$ cat src/hdl/wlw_pkg.sv
// Shared types, constants and helpers for the weight layout walker.
`default_nettype none
package wlw_pkg;

  localparam int KERNEL_BLOCK_DEF  = 32;
  localparam int CHANNEL_GROUP_DEF = 64;
  localparam int PAD_ALIGN_DEF     = 128;

  localparam int KC_W   = 11;  // kernel and channel count registers
  localparam int HW_W   = 9;   // height and width count registers
  localparam int KC_POS = 10;  // kernel and channel coordinates
  localparam int HW_POS = 8;   // row and column coordinates

  localparam int CFG_AW = 2;
  localparam int CFG_DW = 11;

  localparam logic [KC_W-1:0] KC_MAX = 11'd1024;
  localparam logic [KC_W-1:0] HW_MAX = 11'd256;

  typedef enum logic [CFG_AW-1:0] {
    REG_KERNEL_COUNT  = 2'd0,
    REG_CHANNEL_COUNT = 2'd1,
    REG_HEIGHT_COUNT  = 2'd2,
    REG_WIDTH_COUNT   = 2'd3
  } cfg_reg_t;

  // Current walk position plus the base of the active kernel and channel groups.
  typedef struct packed {
    logic [KC_POS-1:0] kernel;
    logic [KC_POS-1:0] channel;
    logic [HW_POS-1:0] row;
    logic [HW_POS-1:0] column;
    logic [KC_POS-1:0] kernel_base;
    logic [KC_POS-1:0] channel_base;
  } pos_t;

  // Effective tensor dimensions after clamping.
  typedef struct packed {
    logic [KC_W-1:0] kernels;
    logic [KC_W-1:0] channels;
    logic [HW_W-1:0] rows;
    logic [HW_W-1:0] columns;
  } dims_t;

  // A count of zero means one; anything above the limit means the limit.
  function automatic logic [KC_W-1:0] clamp_count(input logic [KC_W-1:0] v,
                                                  input logic [KC_W-1:0] hi);
    logic [KC_W-1:0] r;
    if (v == '0) begin
      r = {{(KC_W-1){1'b0}}, 1'b1};
    end else if (v > hi) begin
      r = hi;
    end else begin
      r = v;
    end
    return r;
  endfunction

endpackage
`default_nettype wire

$ cat src/hdl/wlw_advance.sv
// Next-position logic of the grouped walk order.
`default_nettype none
module wlw_advance #(
  parameter int KERNEL_BLOCK  = wlw_pkg::KERNEL_BLOCK_DEF,
  parameter int CHANNEL_GROUP = wlw_pkg::CHANNEL_GROUP_DEF
) (
  input  wlw_pkg::pos_t  cur,
  input  wlw_pkg::dims_t dims,
  output wlw_pkg::pos_t  nxt,
  output logic           more
);

  logic [wlw_pkg::KC_W-1:0] c_inc, k_inc, c_grp_end, k_grp_end;
  logic [wlw_pkg::HW_W-1:0] h_inc, w_inc;

  assign c_inc     = {1'b0, cur.channel} + wlw_pkg::KC_W'(1);
  assign k_inc     = {1'b0, cur.kernel} + wlw_pkg::KC_W'(1);
  assign c_grp_end = {1'b0, cur.channel_base} + wlw_pkg::KC_W'(CHANNEL_GROUP);
  assign k_grp_end = {1'b0, cur.kernel_base} + wlw_pkg::KC_W'(KERNEL_BLOCK);
  assign h_inc     = {1'b0, cur.row} + wlw_pkg::HW_W'(1);
  assign w_inc     = {1'b0, cur.column} + wlw_pkg::HW_W'(1);

  // Priority: channel in group, kernel in group, column, row, next channel
  // group, next kernel group. The position stays put once the walk is done.
  always_comb begin
    nxt  = cur;
    more = 1'b1;
    if (c_inc != c_grp_end && c_inc < dims.channels) begin
      nxt.channel = c_inc[wlw_pkg::KC_POS-1:0];
    end else if (k_inc != k_grp_end && k_inc < dims.kernels) begin
      nxt.kernel  = k_inc[wlw_pkg::KC_POS-1:0];
      nxt.channel = cur.channel_base;
    end else if (w_inc < dims.columns) begin
      nxt.kernel  = cur.kernel_base;
      nxt.channel = cur.channel_base;
      nxt.column  = w_inc[wlw_pkg::HW_POS-1:0];
    end else if (h_inc < dims.rows) begin
      nxt.kernel  = cur.kernel_base;
      nxt.channel = cur.channel_base;
      nxt.row     = h_inc[wlw_pkg::HW_POS-1:0];
      nxt.column  = '0;
    end else if (c_inc < dims.channels) begin
      nxt.kernel       = cur.kernel_base;
      nxt.channel      = c_inc[wlw_pkg::KC_POS-1:0];
      nxt.channel_base = c_inc[wlw_pkg::KC_POS-1:0];
      nxt.row          = '0;
      nxt.column       = '0;
    end else if (k_inc < dims.kernels) begin
      nxt.kernel       = k_inc[wlw_pkg::KC_POS-1:0];
      nxt.kernel_base  = k_inc[wlw_pkg::KC_POS-1:0];
      nxt.channel      = '0;
      nxt.channel_base = '0;
      nxt.row          = '0;
      nxt.column       = '0;
    end else begin
      more = 1'b0;
    end
  end

endmodule
`default_nettype wire

$ cat src/hdl/weight_layout_walker.sv
// Top level of the weight layout walker: handshake stages, walk state and config.
//
// The walker produces, one per input transaction, the source coordinates of the
// next destination byte of a weight tensor laid out in grouped order: channels
// fastest within a channel group, then kernels within a kernel group, then
// column, then row, then the next channel group, then the next kernel group.
// After the last element it emits pad slots (is_pad set, coordinates zero) until
// the output length reaches a multiple of PAD_ALIGN; the final byte carries
// tlast and the walk begins again from the first element.
// Input channel: each transaction carries a restart flag in in_tdata bit 0;
// restart set begins a new walk before this transaction's result.
// Output channel: one result transaction per input transaction, in order.
// A transaction passes the input register, then the result register, before its
// result appears. Throughput is one transaction per cycle while the receiver does
// not stall, as the combinational position update feeds the walk registers.
// A stalled receiver holds the result register; the input register still takes
// one more transaction, and in_tready drops only while both stages are full.
// Reset clears both stages, the walk position and the pad phase, and sets all
// four dimension registers to one, which the user writes through cfg_we/cfg_addr/
// cfg_wdata only while the walker is idle; the block itself does not enforce this.
`default_nettype none
module weight_layout_walker #(
  parameter int KERNEL_BLOCK  = wlw_pkg::KERNEL_BLOCK_DEF,
  parameter int CHANNEL_GROUP = wlw_pkg::CHANNEL_GROUP_DEF,
  parameter int PAD_ALIGN     = wlw_pkg::PAD_ALIGN_DEF
) (
  input  wire logic                       clk,
  input  wire logic                       rst_n,
  input  wire logic                       cfg_we,
  input  wire logic [wlw_pkg::CFG_AW-1:0] cfg_addr,
  input  wire logic [wlw_pkg::CFG_DW-1:0] cfg_wdata,
  input  wire logic                       in_tvalid,
  output logic                            in_tready,
  input  wire logic [7:0]                 in_tdata,   // [0] restart, [7:1] zero
  output logic                            out_tvalid,
  input  wire logic                       out_tready,
  // [9:0] kernel_index, [19:10] channel_index, [27:20] row_index,
  // [35:28] column_index, [39:36] zero
  output logic [39:0]                     out_tdata,
  output logic                            out_tuser,  // [0] is_pad
  output logic                            out_tlast   // is_last
);

  localparam int PW = (PAD_ALIGN > 1) ? $clog2(PAD_ALIGN) : 1;

  // Configuration registers.
  logic [wlw_pkg::KC_W-1:0] kernel_count_r, channel_count_r;
  logic [wlw_pkg::HW_W-1:0] height_count_r, width_count_r;

  always_ff @(posedge clk) begin
    if (!rst_n) begin
      kernel_count_r  <= wlw_pkg::KC_W'(1);
      channel_count_r <= wlw_pkg::KC_W'(1);
      height_count_r  <= wlw_pkg::HW_W'(1);
      width_count_r   <= wlw_pkg::HW_W'(1);
    end else if (cfg_we) begin
      unique case (wlw_pkg::cfg_reg_t'(cfg_addr))
        wlw_pkg::REG_KERNEL_COUNT:  kernel_count_r  <= cfg_wdata[wlw_pkg::KC_W-1:0];
        wlw_pkg::REG_CHANNEL_COUNT: channel_count_r <= cfg_wdata[wlw_pkg::KC_W-1:0];
        wlw_pkg::REG_HEIGHT_COUNT:  height_count_r  <= cfg_wdata[wlw_pkg::HW_W-1:0];
        wlw_pkg::REG_WIDTH_COUNT:   width_count_r   <= cfg_wdata[wlw_pkg::HW_W-1:0];
        default: ;
      endcase
    end
  end

  wlw_pkg::dims_t dims;
  logic [wlw_pkg::KC_W-1:0] rows_wide, cols_wide;

  assign rows_wide = wlw_pkg::clamp_count({2'b00, height_count_r}, wlw_pkg::HW_MAX);
  assign cols_wide = wlw_pkg::clamp_count({2'b00, width_count_r}, wlw_pkg::HW_MAX);
  assign dims.kernels  = wlw_pkg::clamp_count(kernel_count_r, wlw_pkg::KC_MAX);
  assign dims.channels = wlw_pkg::clamp_count(channel_count_r, wlw_pkg::KC_MAX);
  assign dims.rows     = rows_wide[wlw_pkg::HW_W-1:0];
  assign dims.columns  = cols_wide[wlw_pkg::HW_W-1:0];

  // Handshake stages: the input register feeds the result register whenever
  // the result register is empty or being drained this cycle.
  logic s1_valid_r, s1_restart_r;
  logic out_valid_r, out_free, step;

  assign out_free  = !out_valid_r || out_tready;
  assign step      = s1_valid_r && out_free;
  assign in_tready = !s1_valid_r || out_free;

  always_ff @(posedge clk) begin
    if (!rst_n) begin
      s1_valid_r <= 1'b0;
    end else if (in_tready) begin
      s1_valid_r <= in_tvalid;
    end
  end

  always_ff @(posedge clk) begin
    if (in_tready && in_tvalid) begin
      s1_restart_r <= in_tdata[0];
    end
  end

  // Walk state.
  wlw_pkg::pos_t   pos_r, pos_nxt, cur, adv_pos;
  logic [PW-1:0]   phase_r, phase_nxt, phase_cur, phase_inc;
  logic            pad_r, pad_nxt, pad_cur, more, walk_done, last;

  // A restart clears the position, the phase and any padding before this
  // transaction's result is formed.
  assign cur       = s1_restart_r ? '0 : pos_r;
  assign phase_cur = s1_restart_r ? '0 : phase_r;
  assign pad_cur   = s1_restart_r ? 1'b0 : pad_r;

  wlw_advance #(
    .KERNEL_BLOCK  (KERNEL_BLOCK),
    .CHANNEL_GROUP (CHANNEL_GROUP)
  ) u_advance (
    .cur  (cur),
    .dims (dims),
    .nxt  (adv_pos),
    .more (more)
  );

  assign phase_inc = (phase_cur == PW'(PAD_ALIGN - 1)) ? '0 : phase_cur + PW'(1);
  assign walk_done = pad_cur || !more;
  assign last      = walk_done && (phase_inc == '0);

  always_comb begin
    pos_nxt   = pad_cur ? cur : adv_pos;
    phase_nxt = phase_inc;
    pad_nxt   = pad_cur;
    if (last) begin
      // The padded output is complete; the next transaction starts over.
      pos_nxt   = '0;
      phase_nxt = '0;
      pad_nxt   = 1'b0;
    end else if (walk_done) begin
      pad_nxt = 1'b1;
    end
  end

  always_ff @(posedge clk) begin
    if (!rst_n) begin
      pos_r   <= '0;
      phase_r <= '0;
      pad_r   <= 1'b0;
    end else if (step) begin
      pos_r   <= pos_nxt;
      phase_r <= phase_nxt;
      pad_r   <= pad_nxt;
    end
  end

  // Result register.
  always_ff @(posedge clk) begin
    if (!rst_n) begin
      out_valid_r <= 1'b0;
    end else if (out_free) begin
      out_valid_r <= s1_valid_r;
    end
  end

  always_ff @(posedge clk) begin
    if (step) begin
      if (pad_cur) begin
        out_tdata <= '0;
      end else begin
        out_tdata <= {4'b0000, cur.column, cur.row, cur.channel, cur.kernel};
      end
      out_tuser <= pad_cur;
      out_tlast <= last;
    end
  end

  assign out_tvalid = out_valid_r;

  // Pad slots always carry zero coordinates.
  a_pad_zero: assert property (@(posedge clk) disable iff (!rst_n)
    (out_tvalid && out_tuser) |-> (out_tdata == '0))
    else $error("pad slot with nonzero coordinates");

  // A restart never yields a pad slot.
  a_restart_no_pad: assert property (@(posedge clk) disable iff (!rst_n)
    (step && s1_restart_r) |=> (out_tvalid && !out_tuser))
    else $error("restart produced a pad slot");

  // Padding never rests on an alignment boundary.
  a_pad_phase: assert property (@(posedge clk) disable iff (!rst_n)
    pad_r |-> (phase_r != '0))
    else $error("padding active at phase zero");

  // The phase stays below the alignment.
  a_phase_range: assert property (@(posedge clk) disable iff (!rst_n)
    ({1'b0, phase_r} < (PW + 1)'(PAD_ALIGN)))
    else $error("byte phase out of range");

  // Input is refused only while both stages are full and the output stalls.
  a_ready: assert property (@(posedge clk) disable iff (!rst_n)
    !in_tready |-> (s1_valid_r && out_valid_r && !out_tready))
    else $error("input refused without backpressure");

endmodule
`default_nettype wire

$ cat config.mk
export PLATFORM = sky130hd
export DESIGN_NAME = weight_layout_walker
export DESIGN_NICKNAME = d
export VERILOG_FILES = /design/src/hdl/wlw_pkg.sv /design/src/hdl/wlw_advance.sv /design/src/hdl/weight_layout_walker.sv
export SDC_FILE = /design/constraint.sdc
export NUM_CORES = 1
export LEC_CHECK = 0
export ABC_AREA = 0
export BUFFER_PORTS_ARGS = -buffer_cell sky130_fd_sc_hd__buf_4
export CAP_MARGIN = 40
export CORE_ASPECT_RATIO = 1.2
export CORE_MARGIN = 10
export CORE_UTILIZATION = 55
export CTS_CLUSTER_DIAMETER = 60
export DETAILED_ROUTE_END_ITERATION = 8
export GPL_ROUTABILITY_DRIVEN = 0
export MAX_ROUTING_LAYER = met4
export PLACE_DENSITY = 0.74
export SLEW_MARGIN = 5
export SYNTH_ARGS = -nofsm -noshare
export SYNTH_HDL_FRONTEND = slang
export SYNTH_HIERARCHICAL = 1
export SYNTH_SLANG_ARGS = --single-unit
export TNS_END_PERCENT = 20
$ cat constraint.sdc
create_clock -name clk -period 9.35 [get_ports clk]
set_input_delay 1.4025 -clock clk [delete_from_list [all_inputs] [get_ports clk]]
set_output_delay 1.4025 -clock clk [all_outputs]
set_load 0.005 [all_outputs]
Word level (Yosys, flattened, before mapping)
Index checks and enable logic that the tools add are counted.

Bits in registers: 149. Bits of input ports: 26. Output and inout port bits: 44. Word-level logic and storage cells: 99.

Add/sub/neg operators: 7. Magnitude comparators: 8. Equality and inequality tests: 6. Mux-type cells: 38. Reductions and logical operators: 21.

Operators by type and width (number): $mux W56 (4); $mux W36 (4); $mux W20 (4); $mux W11 (4); $mux W10 (4); $mux W9 (4); $add A10 B1 Y11 const B (2); $gt A11 B11 Y1 const B (2); $logic_not A11 Y1 (2); $lt A11 B11 Y1 (2); $ne A11 B11 Y1 (2); $mux W7 (3); $add A8 B1 Y9 const B (2); $gt A9 B9 Y1 const B (2); $logic_not A9 Y1 (2); $lt A9 B9 Y1 (2); $mux W8 (2); $add A10 B6 Y11 const B (1); $add A10 B7 Y11 const B (1); $mux W1 (9); $reduce_and A2 Y1 (4); $add A7 B1 Y7 const B (1); $eq A7 B7 Y1 const B (1); $logic_not A7 Y1 (1); other kinds (6) (15).

Depth between registers and ports, before layout
Gate-level depths: netlist of the first run.

Depth in word-level cells: 14. Depth in mapped cells: 23. Depth with buffers taken out: 18.

Modules after synthesis
The synthesis of the first run kept the hierarchy.

Modules (own cells, without submodules): weight_layout_walker (times used 1, cells each 692, area each 6505.0 um^2, seq. area each 3293.2 um^2); wlw_advance (times used 1, cells each 479, area each 3350.7 um^2, seq. area each 0.0 um^2).

Worst setup path after synthesis of the first run
No wires, ideal clock.

Kind: reg-to-reg. Start point: reg s1_restart_r. End point: reg pos_r[11] in the netlist's numbering. Library setup time: 122 ps. Arrival time: 4517 ps. Data required time: 9228 ps. Path slack: 4711 ps. Stages on the path, launching flop included: 22. Buffers on the path: 5. Period minus slack after synthesis: 4639 ps. Path through: edfxtp_1 -> buf_4 -> clkbuf_1 -> clkbuf_1 -> nor2_1 -> ha_1 -> and3_1 -> and3_1 -> xnor2_1 -> ha_1 -> and4_1 -> o311ai_0 -> a32oi_1 -> o211ai_1 -> a21oi_1 -> nand2_1 -> inv_1 -> a311oi_1 -> a21oi_1 -> buf_2 -> buf_6 -> o22ai_2.

RTL lines: start: declaration (line weight_layout_walker.sv:79) `logic s1_valid_r, s1_restart_r;`; start signal: assignment (line weight_layout_walker.sv:96) `s1_restart_r <= in_tdata[0];`; end signal: assignment (line weight_layout_walker.sv:145) `pos_r <= pos_nxt;`; end: declaration (line weight_layout_walker.sv:101) `wlw_pkg::pos_t pos_r, pos_nxt, cur, adv_pos;`.

==> results of run 1 <==
-- cell families (layout without fill, tap and decap cells) --
family,count (synthesis),in the layout,synth area share [%]
simple gates,406,406,21.5
buf+inv,258,284,11.3
compound gates,237,237,19.7
flops,145,145,33.4
xor+xnor,49,49,5.21
fa+ha+maj,44,44,5.59
mux,31,31,3.25
other cells,1,4,0.0380
-- layer usage --
metal | GRT usage, % | up-vias | wire length [um]
li1 | - | 4057 | -
met1 | 25.5 | 3649 | 10500
met2 | 27.1 | 253 | 9580
met3 | 3.24 | 35 | 1260
met4 | 6.10 | 0 | 400
met5 | - | - | 0
-- cells in the final DEF (no fill, tap or decap), types with 16 or more instances in the layout --
master                        n
sky130_fd_sc_hd__inv_1      182
sky130_fd_sc_hd__o22ai_2     41
sky130_fd_sc_hd__mux2i_1     23
sky130_fd_sc_hd__a21boi_0    21
sky130_fd_sc_hd__xnor2_1     27
sky130_fd_sc_hd__nand3_1     33
sky130_fd_sc_hd__o22ai_1     28
sky130_fd_sc_hd__nor2_1      93
sky130_fd_sc_hd__ha_1        44
sky130_fd_sc_hd__xor2_1      16
sky130_fd_sc_hd__nand2_1     83
sky130_fd_sc_hd__buf_4       64
sky130_fd_sc_hd__edfxtp_1    39
sky130_fd_sc_hd__nor3_1      55
sky130_fd_sc_hd__nor2b_1     58
sky130_fd_sc_hd__clkbuf_16   17
sky130_fd_sc_hd__dfxtp_1    106
sky130_fd_sc_hd__a21oi_1     30
sky130_fd_sc_hd__o21ai_0     25
-- power breakdown --
part,switching [mW],internal (mW)
logic,0.475,0.240
clock network,0.271,0.400
registers,0.0120,0.677
total,0.758,1.32
-- worst max-delay path, stage by stage, from the launching register on --
cell	delay [ns]
sky130_fd_sc_hd__edfxtp_1	0.41
sky130_fd_sc_hd__buf_12	0.23
sky130_fd_sc_hd__nor2_1	0.46
sky130_fd_sc_hd__ha_1	0.37
sky130_fd_sc_hd__and4_1	0.29
sky130_fd_sc_hd__nand2_1	0.21
sky130_fd_sc_hd__nor4_1	0.37
sky130_fd_sc_hd__ha_1	0.34
sky130_fd_sc_hd__a21oi_1	0.16
sky130_fd_sc_hd__o21a_1	0.17
sky130_fd_sc_hd__o2111ai_1	0.10
sky130_fd_sc_hd__nand2_1	0.56
sky130_fd_sc_hd__clkinv_1	0.48
sky130_fd_sc_hd__nand2_1	0.55
sky130_fd_sc_hd__inv_1	0.08
sky130_fd_sc_hd__a311oi_1	0.39
sky130_fd_sc_hd__a21oi_4	0.04
sky130_fd_sc_hd__buf_4	0.37
sky130_fd_sc_hd__o22ai_1	0.21
-- layout make-up --
| class | instances | share of cell area [%] |
|---|---|---|
| multi-input combinational | 771 | 50.6 |
| clock buffer | 20 | 4.12 |
| timing repair buffer | 66 | 4.72 |
| inverter | 186 | 6.44 |
| tap | 220 | 2.54 |
| clock inverter | 12 | 1.25 |
| sequential | 145 | 30.4 |
-- flip-flops by register name, indices dropped and copies added (netlist names) --
signal and cells:
pos_r 56, out_tdata 36, channel_count_r 11, kernel_count_r 11, height_count_r 9, width_count_r 9, phase_r 7, out_tlast 1
out_tuser 1, out_tvalid 1, pad_r 1, s1_restart_r 1, s1_valid_r 1
-- per-stage QoR --
| stage | utilization, % | area, sq um |
|---|---|---|
| 2_1_floorplan | - | 9870 |
| 3_3_place_gp | 58.3 | 10300 |
| 3_5_place_dp | 58.4 | 10300 |
| 4_1_cts | 61.7 | 10800 |
| 5_1_grt | 61.7 | 10800 |
| 6_report | 61.7 | 10800 |
-- how the worst max path moves through the flow --
| stage | cells after the start | from | end |
|---|---|---|---|
| 2_1_floorplan | 21 | s1_restart_r | pos_r[11] |
| 3_3_place_gp | 18 | s1_restart_r | pos_r[27] |
| 3_5_place_dp | 18 | s1_restart_r | pos_r[27] |
| 4_1_cts | 18 | s1_restart_r | pos_r[27] |
| 5_1_grt | 18 | s1_restart_r | pos_r[27] |
| 6_report | 18 | s1_restart_r | pos_r[27] |
==> impl_table.tex, run 1 <==
\begin{tabular}{lr}
\hline
Metric & Value \\
\hline
\multicolumn{2}{l}{\textbf{Timing}} \\
Count of final hold-check violations & 0 \\
Worst Setup Slack, final & 3.30 ns \\
Final critical path time including I/O delays and setup & 6.05 ns \\
Actual transition at the worst max-transition pin & 0.856 ns \\
Final cycle utilization of the critical path & 64.7\% \\
Final hold slack & 0.477 ns \\
Unrepaired setup endpoints after global routing & no \\
Worst clock skew & 0.00911 ns \\
Max-slew headroom & 42.9\% \\
Final number of max-transition violations & 0 \\
Setup TNS Final & 0 ns \\
Highest achievable clock rate & 165 MHz \\
Finish-stage setup viols & 0 \\
\multicolumn{2}{l}{\textbf{Floorplanning}} \\
Effective utilization at floorplan & 56.1\% \\
DIE AREA & 23700 sq um \\
Die height & 167 um \\
I/O pins & 70 \\
Number of standard-cell rows in the floorplan & 53 \\
Area of the placeable core & 17600 sq um \\
Die span in x & 142 um \\
\multicolumn{2}{l}{\textbf{Worst setup path}} \\
Crit path DAT & 6.39 ns \\
Required arrival time at the worst endpoint & 9.69 ns \\
Type of origin of the critical path & register \\
Class of the most critical setup path & reg -> reg \\
Largest fanout of any net on the critical path & 106 \\
Launch instance of the worst register-to-register path & s1\_restart\_r \\
Slack of the worst reg-to-reg path & 3.30 ns \\
Endpoint type of the worst setup path & register \\
Reg2Reg Capture Point & pos\_r[27] \\
R2r worst-path depth & 18 \\
\multicolumn{2}{l}{\textbf{Clock network}} \\
CTS tree & done \\
Buffers from clock root to sink, at most & 2 \\
Post-CTS setup buffer count & 0 \\
Skew-Pair Late Insertion Delay & 0.42 ns \\
Root buf cell & sky130\_fd\_sc\_hd\_\_clkbuf\_16 \\
Clock-pin slew on the worst setup and hold paths & 0.06 ns \\
Gates resized, CTS repair & 0 \\
Htree depth & 4 \\
CTS sink cnt & 145 \\
CTS Buf Count & 17 \\
CTS Hold Bufs & 0 \\
\multicolumn{2}{l}{\textbf{Route}} \\
Post-DRT Antenna Nets & 0 \\
Average via count per standard cell & 5.63 \\
Via count & 7994 \\
Count of unresolved DRC violations after routing & 0 \\
Detailed-route wire length & 21700 um \\
Number of optimization iterations in the first detailed-route pass & 8 \\
Detailed router's first-iteration violation count & 705 \\
Wire length per cell after detailed routing & 15.3 um \\
\multicolumn{2}{l}{\textbf{Final layout}} \\
Filler Cell Count & 1542 \\
Sequential cell area & 3290 sq um \\
Area used by multi-input combinational logic & 5490 sq um \\
Diode insertion count for antenna repair & 0 \\
Layout Cells excl Fill & 1420 \\
Share of layout cells above drive strength 1 & 14.9\% \\
Area added between synthesis and finish & 10.0\% \\
Net total in the final layout & 1257 \\
\multicolumn{2}{l}{\textbf{Logic synthesis}} \\
Asr flop ratio synth & 0\% \\
Sequential fraction of the synthesis area & 33.4\% \\
Main flop type after synthesis & sky130\_fd\_sc\_hd\_\_dfxtp\_1 \\
EDFF count, synth & 39 \\
Number of instances in the synthesized netlist & 1171 \\
Yosys synthesis warning count & 6 \\
Share of the synthesized area in the top cell type & 21.5\% \\
Post-synth top area cell & sky130\_fd\_sc\_hd\_\_dfxtp\_1 \\
Area of the mapped netlist & 9860 sq um \\
Most area-consuming cells after synthesis & sky130\_fd\_sc\_hd\_\_dfxtp\_1 (22\%), sky130\_fd\_sc\_hd\_\_edfxtp\_1 (12\%), sky130\_fd\_sc\_hd\_\_inv\_1 (7.0\%), sky130\_fd\_sc\_hd\_\_ha\_1 (5.6\%), sky130\_fd\_sc\_hd\_\_o22ai\_2 (5.2\%) \\
Most numerous cell in the Yosys netlist & sky130\_fd\_sc\_hd\_\_inv\_1 \\
Mean Syn Cell Area & 8.42 sq um \\
Flops \& latches, synth & 145 \\
Number of distinct library cells after synthesis & 84 \\
Most frequent cells after synthesis & sky130\_fd\_sc\_hd\_\_inv\_1 (183), sky130\_fd\_sc\_hd\_\_dfxtp\_1 (106), sky130\_fd\_sc\_hd\_\_nor2\_1 (93) \\
\multicolumn{2}{l}{\textbf{Global route}} \\
GR Overflow Total & 0 \\
Total Routing Usage GR & 18.6\% \\
Number of global-route vias before repair & 7360 \\
First-pass GRT wire length & 36300 um \\
Antenna violations before repair & 0 \\
Maximum number of pins on one net before global-route repair & 107 \\
\multicolumn{2}{l}{\textbf{Placed design}} \\
Pre-CTS setup slack & 3.52 ns \\
Cells after DPL & 1388 \\
HPWL after detailed placement & 15600 um \\
Number of buffer cells added on primary ports & 58 \\
\multicolumn{2}{l}{\textbf{Power}} \\
Final Power & 2.08 mW \\
Power density over cell area & 191 nW/um\^{}2 \\
Pleak & 4.08 nW \\
Worst IR Drop VDD & 0.000144 V \\
\multicolumn{2}{l}{\textbf{Worst hold path}} \\
Hold Path Depth & 2 \\
Worst Hold Endpoint & pos\_r[19] \\
Path type of the worst min-delay path & reg -> reg \\
Launch instance of the worst min-delay path & pos\_r[19] \\
\multicolumn{2}{l}{\textbf{Job}} \\
Max cap viols & 0 \\
\multicolumn{2}{l}{\textbf{Outcome}} \\
Run status & completed \\
\hline
\end{tabular}
(Power assumes the default switching activity.)
==> run 2, diff against run 1 <==
--- a/config.mk
+++ b/config.mk
@@ -15,7 +15,7 @@
 export DETAILED_ROUTE_END_ITERATION = 8
 export GPL_ROUTABILITY_DRIVEN = 0
 export MAX_ROUTING_LAYER = met4
-export PLACE_DENSITY = 0.74
+export PLACE_DENSITY = 0.77
 export SLEW_MARGIN = 5
 export SYNTH_ARGS = -nofsm -noshare
 export SYNTH_HDL_FRONTEND = slang
==> constraint.sdc (replaced) <==
create_clock -name clk -period 5.5 [get_ports clk]
set_input_delay 0.825 -clock clk [delete_from_list [all_inputs] [get_ports clk]]
set_output_delay 0.825 -clock clk [all_outputs]
set_load 0.005 [all_outputs]
==> impl_table.tex, run 2 (same netlist as run 1, synthesis figures left out) <==
\begin{tabular}{lr}
\hline
Metric & Value \\
\hline
\multicolumn{2}{l}{\textbf{Power}} \\
Pleak & 4.16 nW (was 4.08 nW) \\
Worst IR Drop VDD & 0.000215 V (was 0.000144 V) \\
Power density over cell area & 326 nW/um\^{}2 (was 191 nW/um\^{}2) \\
\multicolumn{2}{l}{\textbf{Timing}} \\
Final number of max-transition violations & 0 (unchanged) \\
Highest achievable clock rate & 199 MHz (was 165 MHz) \\
Count of final hold-check violations & 0 (unchanged) \\
Setup TNS Final & 0 ns (unchanged) \\
Final critical path time including I/O delays and setup & 5.03 ns (was 6.05 ns) \\
Worst clock skew & 0.00886 ns (was 0.00911 ns) \\
Final hold slack & 0.471 ns (was 0.477 ns) \\
Final cycle utilization of the critical path & 91.5\% (was 64.7\%) \\
Actual transition at the worst max-transition pin & 0.861 ns (was 0.856 ns) \\
Unrepaired setup endpoints after global routing & no (unchanged) \\
Finish-stage setup viols & 0 (unchanged) \\
Max-slew headroom & 42.6\% (was 42.9\%) \\
\multicolumn{2}{l}{\textbf{Worst setup path}} \\
Crit path DAT & 5.29 ns (was 6.39 ns) \\
R2r worst-path depth & 18 (unchanged) \\
Slack of the worst reg-to-reg path & 0.47 ns (was 3.30 ns) \\
Required arrival time at the worst endpoint & 5.76 ns (was 9.69 ns) \\
Class of the most critical setup path & reg -> reg (unchanged) \\
Endpoint type of the worst setup path & register (unchanged) \\
Largest fanout of any net on the critical path & 56 (was 106) \\
Reg2Reg Capture Point & pos\_r[55] (was pos\_r[27]) \\
Launch instance of the worst register-to-register path & s1\_restart\_r (unchanged) \\
Type of origin of the critical path & register (unchanged) \\
\multicolumn{2}{l}{\textbf{Global route}} \\
First-pass GRT wire length & 37800 um (was 36300 um) \\
Antenna violations before repair & 0 (unchanged) \\
Maximum number of pins on one net before global-route repair & 57 (was 107) \\
Number of global-route vias before repair & 7868 (was 7360) \\
Total Routing Usage GR & 19.3\% (was 18.6\%) \\
GR Overflow Total & 0 (unchanged) \\
\multicolumn{2}{l}{\textbf{Clock network}} \\
Gates resized, CTS repair & 0 (unchanged) \\
Htree depth & 4 (unchanged) \\
Clock-pin slew on the worst setup and hold paths & 0.06 ns (about the same) \\
Post-CTS setup buffer count & 0 (unchanged) \\
CTS tree & done (unchanged) \\
Skew-Pair Late Insertion Delay & 0.43 ns (was 0.42 ns) \\
Root buf cell & sky130\_fd\_sc\_hd\_\_clkbuf\_16 (unchanged) \\
CTS Hold Bufs & 0 (unchanged) \\
CTS Buf Count & 17 (unchanged) \\
Buffers from clock root to sink, at most & 2 (unchanged) \\
CTS sink cnt & 145 (unchanged) \\
\multicolumn{2}{l}{\textbf{Route}} \\
Average via count per standard cell & 5.69 (was 5.63) \\
Detailed-route wire length & 22300 um (was 21700 um) \\
Number of optimization iterations in the first detailed-route pass & 7 (was 8) \\
Wire length per cell after detailed routing & 15.6 um (was 15.3 um) \\
Detailed router's first-iteration violation count & 694 (was 705) \\
Post-DRT Antenna Nets & 0 (unchanged) \\
Count of unresolved DRC violations after routing & 0 (unchanged) \\
Via count & 8143 (was 7994) \\
\multicolumn{2}{l}{\textbf{Floorplanning}} \\
Die span in x & 142 um (unchanged) \\
DIE AREA & 23700 sq um (unchanged) \\
Die height & 167 um (unchanged) \\
I/O pins & 70 (unchanged) \\
Number of standard-cell rows in the floorplan & 53 (unchanged) \\
Area of the placeable core & 17600 sq um (unchanged) \\
Effective utilization at floorplan & 56.1\% (unchanged) \\
\multicolumn{2}{l}{\textbf{Final layout}} \\
Area added between synthesis and finish & 10.9\% (was 10.0\%) \\
Fin util & 62.2\% (was 61.7\%) \\
Net total in the final layout & 1269 (was 1257) \\
Registers with the most flip-flops & pos\_r: 56 flops, out\_tdata: 36 flops (unchanged) \\
Largest register FFs & 56 (unchanged) \\
Commonest cells after routing, fill and taps aside & sky130\_fd\_sc\_hd\_\_inv\_1 (183), sky130\_fd\_sc\_hd\_\_dfxtp\_1 (106), sky130\_fd\_sc\_hd\_\_nor2\_1 (93), sky130\_fd\_sc\_hd\_\_nand2\_1 (83), sky130\_fd\_sc\_hd\_\_buf\_4 (76) (was sky130\_fd\_sc\_hd\_\_inv\_1 (182), sky130\_fd\_sc\_hd\_\_dfxtp\_1 (106), sky130\_fd\_sc\_hd\_\_nor2\_1 (93), sky130\_fd\_sc\_hd\_\_nand2\_1 (83), sky130\_fd\_sc\_hd\_\_buf\_4 (64)) \\
Most common cell after layout, fill and taps aside & sky130\_fd\_sc\_hd\_\_inv\_1 (unchanged) \\
Share of layout cells above drive strength 1 & 15.8\% (was 14.9\%) \\
Diode insertion count for antenna repair & 0 (unchanged) \\
Biggest register & pos\_r (unchanged) \\
\multicolumn{2}{l}{\textbf{Worst hold path}} \\
Worst Hold Endpoint & width\_count\_r[0] (was pos\_r[19]) \\
Hold Path Depth & 2 (unchanged) \\
Path type of the worst min-delay path & reg -> reg (unchanged) \\
Launch instance of the worst min-delay path & width\_count\_r[0] (was pos\_r[19]) \\
\multicolumn{2}{l}{\textbf{Outcome}} \\
Run status & completed (unchanged) \\
\multicolumn{2}{l}{\textbf{Placed design}} \\
HPWL after detailed placement & 16200 um (was 15600 um) \\
Number of buffer cells added on primary ports & 58 (unchanged) \\
\multicolumn{2}{l}{\textbf{Job}} \\
Max cap viols & 0 (unchanged) \\
\hline
\end{tabular}
## run 2: changes by cell type in the layout (fill, tap and decap cells not counted), sizes merged
cell / delta
clkbuf: -1
clkinvlp: -4
buf: +12
clkinv: +3
inv: +2
## run 2: power by group
part / switching [mW] / internal, mW / leakage, nW
Combinational: 0.818 / 0.435 / 2.64
Sequential: 0.0209 / 1.15 / 1.24
Clock: 0.456 / 0.678 / 0.291
## run 2: worst max-delay path by stage
stage,cells after the start,startpoint,endpoint
CTS,18,s1_restart_r,pos_r[55]
detailed placement,18,s1_restart_r,pos_r[27]
floorplan,21,s1_restart_r,pos_r[11]
global placement,18,s1_restart_r,pos_r[27]
finish,18,s1_restart_r,pos_r[55]
global route,18,s1_restart_r,pos_r[55]
## run 2: metrics by stage
stage                     instance area [sq um]  cells  setup WS (ns)  total power, mW
final                                     10900   1432          0.466             3.56
after global routing                      10900   1432          0.122             3.73
after CTS                                 10900   1432          0.517             3.54
after detailed placement                  10400   1400          0.561             2.40
after global placement                    10300   1399          0.695             2.39
after floorplan                            9870   1174          0.861             2.12
## run 2: layout make-up
type,instances,area [sq um]
fill,1509,6640
multi-input combinational,771,5490
sequential,145,3290
inverter,186,698
timing repair buffer,78,602
clock buffer,19,443
tap,220,275
clock inverter,13,135
## run 2: routing by layer
metal  GRT usage [%]  share of wire, %
met3            4.55               6.5
met1            25.1                47
met4            5.70               1.7
met2            29.2                45
met5               -                 0
## run 2: worst max-delay path, stage by stage, from the launching register on
cell and delay, ns:
sky130_fd_sc_hd__edfxtp_1 0.41, sky130_fd_sc_hd__buf_12 0.20, sky130_fd_sc_hd__nor2_1 0.35, sky130_fd_sc_hd__ha_1 0.26, sky130_fd_sc_hd__and3_1 0.20, sky130_fd_sc_hd__and3_1 0.26
sky130_fd_sc_hd__xnor2_1 0.11, sky130_fd_sc_hd__ha_1 0.31, sky130_fd_sc_hd__and4_1 0.17, sky130_fd_sc_hd__o311ai_0 0.14, sky130_fd_sc_hd__a32oi_1 0.38, sky130_fd_sc_hd__o211ai_1 0.38
sky130_fd_sc_hd__a21oi_1 0.28, sky130_fd_sc_hd__nand2_1 0.13, sky130_fd_sc_hd__inv_1 0.08, sky130_fd_sc_hd__a311oi_1 0.12, sky130_fd_sc_hd__a21oi_4 0.14, sky130_fd_sc_hd__buf_4 0.63
sky130_fd_sc_hd__o22ai_1 0.20
